`src/rtl/rwcc_pkg.sv`:
```
// Constants, codes and helper functions shared by the Reno window congestion control unit.
package rwcc_pkg;

  localparam int unsigned WINDOW_SLOTS = 32;
  localparam int unsigned SLOT_W       = $clog2(WINDOW_SLOTS);
  localparam int unsigned WIN_W        = $clog2(WINDOW_SLOTS + 1);
  localparam int unsigned OFF_W        = WIN_W + 1;

  localparam int unsigned SEQ_W  = 32;
  localparam int unsigned CWND_W = 10;
  localparam int unsigned CMD_W  = 2;
  localparam int unsigned ACT_W  = 2;
  localparam int unsigned PH_W   = 2;
  localparam int unsigned SIDX_W = 5;
  localparam int unsigned CFG_INDEX_W = 1;
  localparam int unsigned CFG_DATA_W  = 32;

  // tdata widths, rounded up to whole bytes
  localparam int unsigned IN_FIELDS_W  = CMD_W + SEQ_W + SIDX_W;
  localparam int unsigned IN_TDATA_W   = ((IN_FIELDS_W + 7) / 8) * 8;
  localparam int unsigned OUT_FIELDS_W = ACT_W + 2 * SEQ_W + 2 * CWND_W + PH_W + 1;
  localparam int unsigned OUT_TDATA_W  = ((OUT_FIELDS_W + 7) / 8) * 8;

  localparam logic [CWND_W-1:0] CWND_MAX      = 10'd1023;
  localparam logic [CWND_W-1:0] CWND_RESET    = 10'd1;
  localparam logic [CWND_W-1:0] THRESH_RESET  = 10'd16;
  localparam logic [CWND_W-1:0] RECOVER_BUMP  = 10'd3;
  localparam logic [1:0]        DUP_LIMIT     = 2'd3;

  localparam logic [CMD_W-1:0] CMD_SEND    = 2'd0;
  localparam logic [CMD_W-1:0] CMD_ACK     = 2'd1;
  localparam logic [CMD_W-1:0] CMD_TIMEOUT = 2'd2;

  localparam logic [ACT_W-1:0] ACT_NONE = 2'd0;
  localparam logic [ACT_W-1:0] ACT_NEW  = 2'd1;
  localparam logic [ACT_W-1:0] ACT_RETX = 2'd2;

  localparam logic [PH_W-1:0] PH_SLOW    = 2'd0;
  localparam logic [PH_W-1:0] PH_AVOID   = 2'd1;
  localparam logic [PH_W-1:0] PH_RECOVER = 2'd2;

  localparam logic [CFG_INDEX_W-1:0] REG_TOTAL_PACKETS = 1'd0;
  localparam logic [CFG_INDEX_W-1:0] REG_INIT_THRESH   = 1'd1;

  typedef logic [1:0] slot_t;
  localparam slot_t SLOT_EMPTY = 2'd0;
  localparam slot_t SLOT_SENT  = 2'd1;
  localparam slot_t SLOT_ACKED = 2'd2;

  function automatic logic [CWND_W-1:0] cwnd_inc(input logic [CWND_W-1:0] c);
    return (c == CWND_MAX) ? CWND_MAX : c + 1'b1;
  endfunction

  function automatic logic [CWND_W-1:0] half_min_one(input logic [CWND_W-1:0] c);
    logic [CWND_W-1:0] h;
    h = c >> 1;
    return (h == '0) ? CWND_W'(1) : h;
  endfunction

endpackage

```
`src/rtl/reno_window_congestion_control_unit.sv`:
```
// Reno window congestion control unit: send window, slot map and congestion state in one pass.
// A request passes the input register and then the result register before it reaches m_axis.
// Throughput: one request per cycle without back-pressure; slot map find and shift are combinational.
// The next request sees the window state left by the previous one in the following cycle.
// Reset (rst, synchronous): slot map empty, base and next sequence 0, cwnd 1, threshold 16,
// slow start, counters cleared, total_packets 0; no pipeline stage holds a request.
module reno_window_congestion_control_unit (
  input  logic                                clk,
  input  logic                                rst,
  input  logic                                cfg_valid,
  output logic                                cfg_ready,
  input  logic [rwcc_pkg::CFG_INDEX_W-1:0]    cfg_index,
  input  logic [rwcc_pkg::CFG_DATA_W-1:0]     cfg_data,
  input  logic                                s_axis_tvalid,
  output logic                                s_axis_tready,
  // cmd[1:0], ack_number[33:2], slot_index[38:34], zero pad
  input  logic [rwcc_pkg::IN_TDATA_W-1:0]     s_axis_tdata,
  output logic                                m_axis_tvalid,
  input  logic                                m_axis_tready,
  // action[1:0], packet_seq[33:2], window_base[65:34], cong_window[75:66],
  // slow_threshold[85:76], phase_out[87:86], transfer_done[88], zero pad
  output logic [rwcc_pkg::OUT_TDATA_W-1:0]    m_axis_tdata
);
  import rwcc_pkg::*;

  // input register
  logic              in_valid;
  logic [CMD_W-1:0]  in_cmd;
  logic [SEQ_W-1:0]  in_ack;
  logic [SIDX_W-1:0] in_slot;
  logic              advance;

  // window and congestion state
  logic [SEQ_W-1:0]  total_packets;
  slot_t             slot_map [WINDOW_SLOTS];
  logic [SEQ_W-1:0]  base_seq;
  logic [SEQ_W-1:0]  next_seq;
  logic [CWND_W-1:0] cwnd_reg;
  logic [CWND_W-1:0] threshold_reg;
  logic [PH_W-1:0]   phase_reg;
  logic [1:0]        off_base_count;
  logic [CWND_W-1:0] avoid_count;

  slot_t             slot_map_next [WINDOW_SLOTS];
  logic [SEQ_W-1:0]  base_seq_next;
  logic [SEQ_W-1:0]  next_seq_next;
  logic [CWND_W-1:0] cwnd_next;
  logic [CWND_W-1:0] threshold_next;
  logic [PH_W-1:0]   phase_next;
  logic [1:0]        off_base_next;
  logic [CWND_W-1:0] avoid_next;
  logic [ACT_W-1:0]  action_next;
  logic [SEQ_W-1:0]  pseq_next;

  // result register
  logic              out_valid;
  logic [ACT_W-1:0]  out_action;
  logic [SEQ_W-1:0]  out_pseq;
  logic [SEQ_W-1:0]  out_base;
  logic [CWND_W-1:0] out_cwnd;
  logic [CWND_W-1:0] out_thresh;
  logic [PH_W-1:0]   out_phase;
  logic              out_done;

  assign cfg_ready     = 1'b1;
  assign advance       = in_valid && (!out_valid || m_axis_tready);
  assign s_axis_tready = !in_valid || advance;
  assign m_axis_tvalid = out_valid;
  assign m_axis_tdata  = {{(OUT_TDATA_W - OUT_FIELDS_W){1'b0}}, out_done, out_phase,
                          out_thresh, out_cwnd, out_base, out_pseq, out_action};

  always_comb begin
    logic [WIN_W-1:0]  win;
    logic [SEQ_W-1:0]  seq_off;
    logic              ge;
    logic              at_base;
    logic              in_win;
    logic              dup_check;
    logic [OFF_W-1:0]  off;
    logic [OFF_W:0]    src;
    slot_t             marked [WINDOW_SLOTS];

    for (int i = 0; i < WINDOW_SLOTS; i++) begin
      slot_map_next[i] = slot_map[i];
      marked[i]        = slot_map[i];
    end
    base_seq_next  = base_seq;
    next_seq_next  = next_seq;
    cwnd_next      = cwnd_reg;
    threshold_next = threshold_reg;
    phase_next     = phase_reg;
    off_base_next  = off_base_count;
    avoid_next     = avoid_count;
    action_next    = ACT_NONE;
    pseq_next      = '0;
    dup_check      = 1'b0;
    off            = '0;
    src            = '0;

    win     = (cwnd_reg < CWND_W'(WINDOW_SLOTS)) ? WIN_W'(cwnd_reg) : WIN_W'(WINDOW_SLOTS);
    ge      = in_ack >= base_seq;
    at_base = in_ack == base_seq;
    seq_off = (in_cmd == CMD_SEND) ? next_seq - base_seq : in_ack - base_seq;
    in_win  = seq_off < SEQ_W'(win);

    case (in_cmd)
      CMD_SEND: begin
        if (in_win && next_seq < total_packets) begin
          slot_map_next[seq_off[SLOT_W-1:0]] = SLOT_SENT;
          action_next   = ACT_NEW;
          pseq_next     = next_seq;
          next_seq_next = next_seq + 1'b1;
        end
      end
      CMD_ACK: begin
        if (ge && in_win) begin
          case (phase_reg)
            PH_SLOW: begin
              if (cwnd_reg <= threshold_reg) cwnd_next = cwnd_inc(cwnd_reg);
              else                           phase_next = PH_AVOID;
              dup_check = 1'b1;
            end
            PH_AVOID: begin
              avoid_next = avoid_count + 1'b1;
              if (avoid_next == cwnd_reg) begin
                cwnd_next  = cwnd_inc(cwnd_reg);
                avoid_next = '0;
              end
              dup_check = 1'b1;
            end
            PH_RECOVER: begin
              if (at_base) begin
                cwnd_next     = threshold_reg;
                off_base_next = '0;
                phase_next    = PH_AVOID;
              end else begin
                cwnd_next = cwnd_inc(cwnd_reg);
              end
            end
            default: ;
          endcase
          if (dup_check) begin
            off_base_next = at_base ? 2'd0 : off_base_count + 1'b1;
            if (off_base_next == DUP_LIMIT) begin
              action_next    = ACT_RETX;
              pseq_next      = base_seq;
              threshold_next = half_min_one(cwnd_next);
              cwnd_next      = threshold_next + RECOVER_BUMP;
              phase_next     = PH_RECOVER;
              off_base_next  = '0;
            end
          end
        end
        if (ge && seq_off < SEQ_W'(WINDOW_SLOTS) &&
            slot_map[seq_off[SLOT_W-1:0]] != SLOT_EMPTY) begin
          marked[seq_off[SLOT_W-1:0]]        = SLOT_ACKED;
          slot_map_next[seq_off[SLOT_W-1:0]] = SLOT_ACKED;
          if (at_base) begin
            // count leading acked slots, then shift the map down past them
            off = OFF_W'(WINDOW_SLOTS);
            for (int i = WINDOW_SLOTS - 1; i >= 0; i--) begin
              if (marked[i] != SLOT_ACKED) off = OFF_W'(i);
            end
            for (int i = 0; i < WINDOW_SLOTS; i++) begin
              src = (OFF_W + 1)'(i) + {1'b0, off};
              slot_map_next[i] = (src < (OFF_W + 1)'(WINDOW_SLOTS)) ?
                                 marked[src[SLOT_W-1:0]] : SLOT_EMPTY;
            end
            base_seq_next = base_seq + SEQ_W'(off);
          end
        end
      end
      CMD_TIMEOUT: begin
        if (slot_map[in_slot[SLOT_W-1:0]] == SLOT_SENT) begin
          action_next    = ACT_RETX;
          pseq_next      = base_seq + SEQ_W'(in_slot);
          threshold_next = half_min_one(cwnd_reg);
          cwnd_next      = CWND_RESET;
          phase_next     = PH_SLOW;
        end
      end
      default: ;
    endcase
  end

  always_ff @(posedge clk) begin
    if (rst) begin
      in_valid <= 1'b0;
    end else if (s_axis_tready) begin
      in_valid <= s_axis_tvalid;
    end
  end

  always_ff @(posedge clk) begin
    if (s_axis_tready && s_axis_tvalid) begin
      in_cmd  <= s_axis_tdata[CMD_W-1:0];
      in_ack  <= s_axis_tdata[CMD_W+SEQ_W-1:CMD_W];
      in_slot <= s_axis_tdata[IN_FIELDS_W-1:CMD_W+SEQ_W];
    end
  end

  always_ff @(posedge clk) begin
    if (rst) begin
      total_packets  <= '0;
      base_seq       <= '0;
      next_seq       <= '0;
      cwnd_reg       <= CWND_RESET;
      threshold_reg  <= THRESH_RESET;
      phase_reg      <= PH_SLOW;
      off_base_count <= '0;
      avoid_count    <= '0;
      for (int i = 0; i < WINDOW_SLOTS; i++) slot_map[i] <= SLOT_EMPTY;
    end else begin
      if (advance) begin
        base_seq       <= base_seq_next;
        next_seq       <= next_seq_next;
        cwnd_reg       <= cwnd_next;
        threshold_reg  <= threshold_next;
        phase_reg      <= phase_next;
        off_base_count <= off_base_next;
        avoid_count    <= avoid_next;
        for (int i = 0; i < WINDOW_SLOTS; i++) slot_map[i] <= slot_map_next[i];
      end
      if (cfg_valid && cfg_ready) begin
        case (cfg_index)
          REG_TOTAL_PACKETS: total_packets <= cfg_data[SEQ_W-1:0];
          REG_INIT_THRESH: begin
            threshold_reg <= (cfg_data[CWND_W-1:0] == '0) ? CWND_W'(1) : cfg_data[CWND_W-1:0];
          end
          default: ;
        endcase
      end
    end
  end

  always_ff @(posedge clk) begin
    if (rst) begin
      out_valid <= 1'b0;
    end else if (advance) begin
      out_valid <= 1'b1;
    end else if (m_axis_tready) begin
      out_valid <= 1'b0;
    end
  end

  always_ff @(posedge clk) begin
    if (advance) begin
      out_action <= action_next;
      out_pseq   <= pseq_next;
      out_base   <= base_seq_next;
      out_cwnd   <= cwnd_next;
      out_thresh <= threshold_next;
      out_phase  <= phase_next;
      out_done   <= base_seq_next >= total_packets;
    end
  end

  // outstanding sequence span never exceeds the slot map
  assert property (@(posedge clk) disable iff (rst)
    (next_seq - base_seq) <= SEQ_W'(WINDOW_SLOTS))
    else $error("send span exceeds slot map");

  assert property (@(posedge clk) disable iff (rst)
    cwnd_reg != '0 && threshold_reg != '0)
    else $error("cwnd or threshold reached zero");

  // a retransmission leaves slow start or fast recovery, never avoidance
  assert property (@(posedge clk) disable iff (rst)
    out_valid && out_action == ACT_RETX |-> out_phase != PH_AVOID)
    else $error("retransmit reported in avoidance");

  // a new packet always advances the next sequence number
  assert property (@(posedge clk) disable iff (rst)
    advance && action_next == ACT_NEW |=> next_seq == $past(next_seq) + 1'b1)
    else $error("new packet without sequence advance");

endmodule
```
`config.mk`:
```
export PLATFORM = sky130hd
export DESIGN_NAME = reno_window_congestion_control_unit
export DESIGN_NICKNAME = d
export VERILOG_FILES = /design/src/rtl/rwcc_pkg.sv /design/src/rtl/reno_window_congestion_control_unit.sv
export SDC_FILE = /design/constraint.sdc
export NUM_CORES = 2
export LEC_CHECK = 0
export BUFFER_PORTS_ARGS = -buffer_cell sky130_fd_sc_hd__buf_2
export CORE_UTILIZATION = 30
export DETAILED_ROUTE_END_ITERATION = 10
export GPL_TIMING_DRIVEN = 1
export PLACE_DENSITY = 0.48
export SYNTH_ARGS = -nofsm -noshare
export SYNTH_HDL_FRONTEND = slang
export SYNTH_SLANG_ARGS = --single-unit
```
`constraint.sdc`:
```
create_clock -name clk -period 16.15 [get_ports clk]
set_clock_uncertainty 0.15 [all_clocks]
set_input_delay 0 -clock clk [delete_from_list [all_inputs] [get_ports clk]]
set_output_delay 0 -clock clk [all_outputs]
set_load 0.02 [all_outputs]
```
==> out/results.txt <==
Sw frac -> 0.3306
H-tree depth -> 2
Row count -> 116
Pin count of the biggest net entering global routing -> 57
Crit-path slowest cell -> o31ai_4
First-pass GRT wire length -> 192.2 mm
Routed wire length -> 132.5 mm
CTS Buf Count -> 43
Proportion of layout cells with a drive suffix above 1 -> 0.1362
Final ANT Viol Nets -> 0
Clk root buf -> clkbuf_16
P_int -> 1755 µW
Final setup violation count -> 0
Min Tclk post-route -> 9.627 ns
Part of the cycle the worst path needs -> 0.5961
Routed vias/inst -> 5.789
Area of the multi-input gates -> 20,770 µm²
Slew Limit Fails -> 0
CTS Buffer Depth -> 3
Max FO, Critical Path -> 26
CP required -> 16.37 ns
Iter 0 DRT Violations -> 2,906
Seq cells post-synth -> 329
Synth area leaders -> edfxtp_1, dfxtp_1, ha_1
Total global-route track usage -> 0.2476
Nets -> 4,137
Post-synth top flop -> edfxtp_1
Initial antenna violation count -> 2
Synth Warn # -> 0
Register Area -> 8508 µm²
Synth top area share -> 0.1882
Starting density of the core -> 0.3047
Clk_lat worst skew -> 0.62 ns
RSZ-0062 raised after global routing -> false
Ports -> 177
Leak -> 0.01328 µW
Hold Fails Final Rpt -> 0
Total chip power -> 2622 µW
Synth Area per Inst -> 8.444 µm²
DPL Wire Length -> 100.7 mm
Peak VDD IR -> 0.07173 mV
Status -> completed
TritonCTS Sinks -> 329
Slew headroom -> 0.2086
Die H -> 321.6 µm
Post-Synthesis Cells -> 3,629
Max-cap violations -> 0
Area growth syn-to-layout -> 17.77%
Crit end category -> flop
WL per Instance -> 25.13 µm
CTS tree -> yes
Drt pass-1 iters -> 6
Die area -> 103,400 µm²
Synthesized area -> 30,640 µm²
Fill cells -> 10,492
Vias -> 30,515
Max FFs per register -> 64
Worst path max stage delay -> 0.84 ns
Setup bufs post-CTS -> 0
Number of synthesized flops with an enable pin -> 192
Global route overflow -> 0
Power share of the combinational group -> 0.243
Routability cong. -> 0.9857
Pwr dens -> 72.66 nW/µm²
Commonest cells after routing, fill and taps aside -> nand2_1, nor2_1, a21oi_1
Async S/R FF share, synth -> 0
Most common cell after layout, fill and taps aside -> nand2_1
Most used cell along the critical path -> a21oi_1
Distinct cells, synth -> 107
Slew @ Worst Pin -> 1.179 ns
Setup CP Type -> flop to flop
Clock share of power -> 0.392
Synth area leader -> edfxtp_1
DRC violations left -> 0
Worst-path clk slew -> 0.06 ns
Sequential Power Share -> 0.365
Die X -> 321.6 µm
Worst hold path type -> primary input to flop
Port-buffer cells -> 167
Startpoint Class -> flop
Vias in the first global route -> 28,715
CP arrival -> 9.84 ns
Peak Freq -> 0.1039 GHz
Core ar. -> 100,600 µm²
Register area share after synthesis -> 0.2777
Psw -> 866.8 µW
Top reg by flops -> slot_map
Setup tns final -> 0 ns
path summary, 6_finish.rpt:
check / from / to / slack (ns) / cells after the start
max reg2reg: in_cmd[0] / out_done / 6.52 / 33
max: in_cmd[0] / out_done / 6.52 / 33
min reg2reg: avoid_count[9] / avoid_count[9] / 0.32 / 2
min: s_axis_tdata[4] / in_ack[2] / 0.03 / 2
layout make-up:
cell class / instances / area share
Multi-Input combinational cell: 2937 / 0.5756
Sequential cell: 329 / 0.2358
Timing Repair Buffer: 391 / 0.08189
Tap cell: 1357 / 0.04705
Clock buffer: 52 / 0.03186
Inverter: 176 / 0.01844
Clock inverter: 28 / 0.009326
Antenna cell: 1 / 0.00006934
metal layers:
| layer | vias to the layer above | track usage | share of wire |
|---|---|---|---|
| met1 | 14869 | 0.3277 | 0.42 |
| met2 | 1366 | 0.4000 | 0.46 |
| li1 | 14029 | - | - |
| met3 | 251 | 0.03351 | 0.074 |
| met5 | - | 0 | 0 |
| met4 | 0 | 0.1097 | 0.047 |
synthesized netlist by cell type, drive strengths merged, types with 58 or more instances:
cell and n:
a21oi 303, ha 177, mux2 70, nor3 87, xnor2 112, nand3 96, nand2 378, o21ai 279
inv 170, mux2i 176, dfxtp 137, clkbuf 135, a21o 66, nand4 59, edfxtp 192, nor2 303
mux4 76, buf 58
repair_timing:
item / CTS / global route
hold buffers: 174 / 0
hold endpoints to repair: 111 / 0
gates resized for setup: 0 / 0
cell families (layout without fill, tap and decap cells):
| family | Yosys count | in the layout | synth area share |
|---|---|---|---|
| other | 2 | 9 | 0.0002451 |
| AO/OA/AOI/OAI | 1042 | 1042 | 0.2198 |
| adder cells (fa/ha/maj) | 181 | 181 | 0.07488 |
| AND/OR/NAND/NOR | 1226 | 1226 | 0.1929 |
| flip-flops | 329 | 329 | 0.2777 |
| buffers and inverters | 369 | 647 | 0.04847 |
| multiplexers | 322 | 322 | 0.1392 |
| XOR/XNOR | 158 | 158 | 0.04687 |
stage by stage:
step	utilization	setup slack [ns]	area (µm²)	std cells	hold WS (ns)
after floorplan	-	8.333	30670	3635	-0.05113
after global placement	0.3267	6.618	32860	5016	0.02836
after detailed placement	0.3267	6.655	32860	5016	0.02901
after CTS	0.3588	6.651	36090	5270	0.007708
after global routing	0.3588	6.078	36090	5270	0.02662
final	0.3588	6.523	36090	5271	0.02749
power groups by stage:
| stage | clock network, µW | logic (µW) | registers, µW |
|---|---|---|---|
| after detailed placement | 0 | 590 | 972 |
| after global routing | 1080 | 668 | 958 |
| final | 1030 | 637 | 956 |
| after global placement | 0 | 590 | 972 |
| after CTS | 1050 | 623 | 955 |
| after floorplan | 0 | 373 | 971 |
critical path, delay by kind of cell, from the launching register on:
family,cells,cell delay (ns)
muxes,1,0.49
AOI/OAI and AO/OA,12,3.27
DFF,1,0.50
and+or+nand+nor,10,1.98
xor gates and xnor gates,1,0.28
buffers and inverters,6,1.58
adders and majority gates,3,1.10
Power figures use the tool's default switching activity.
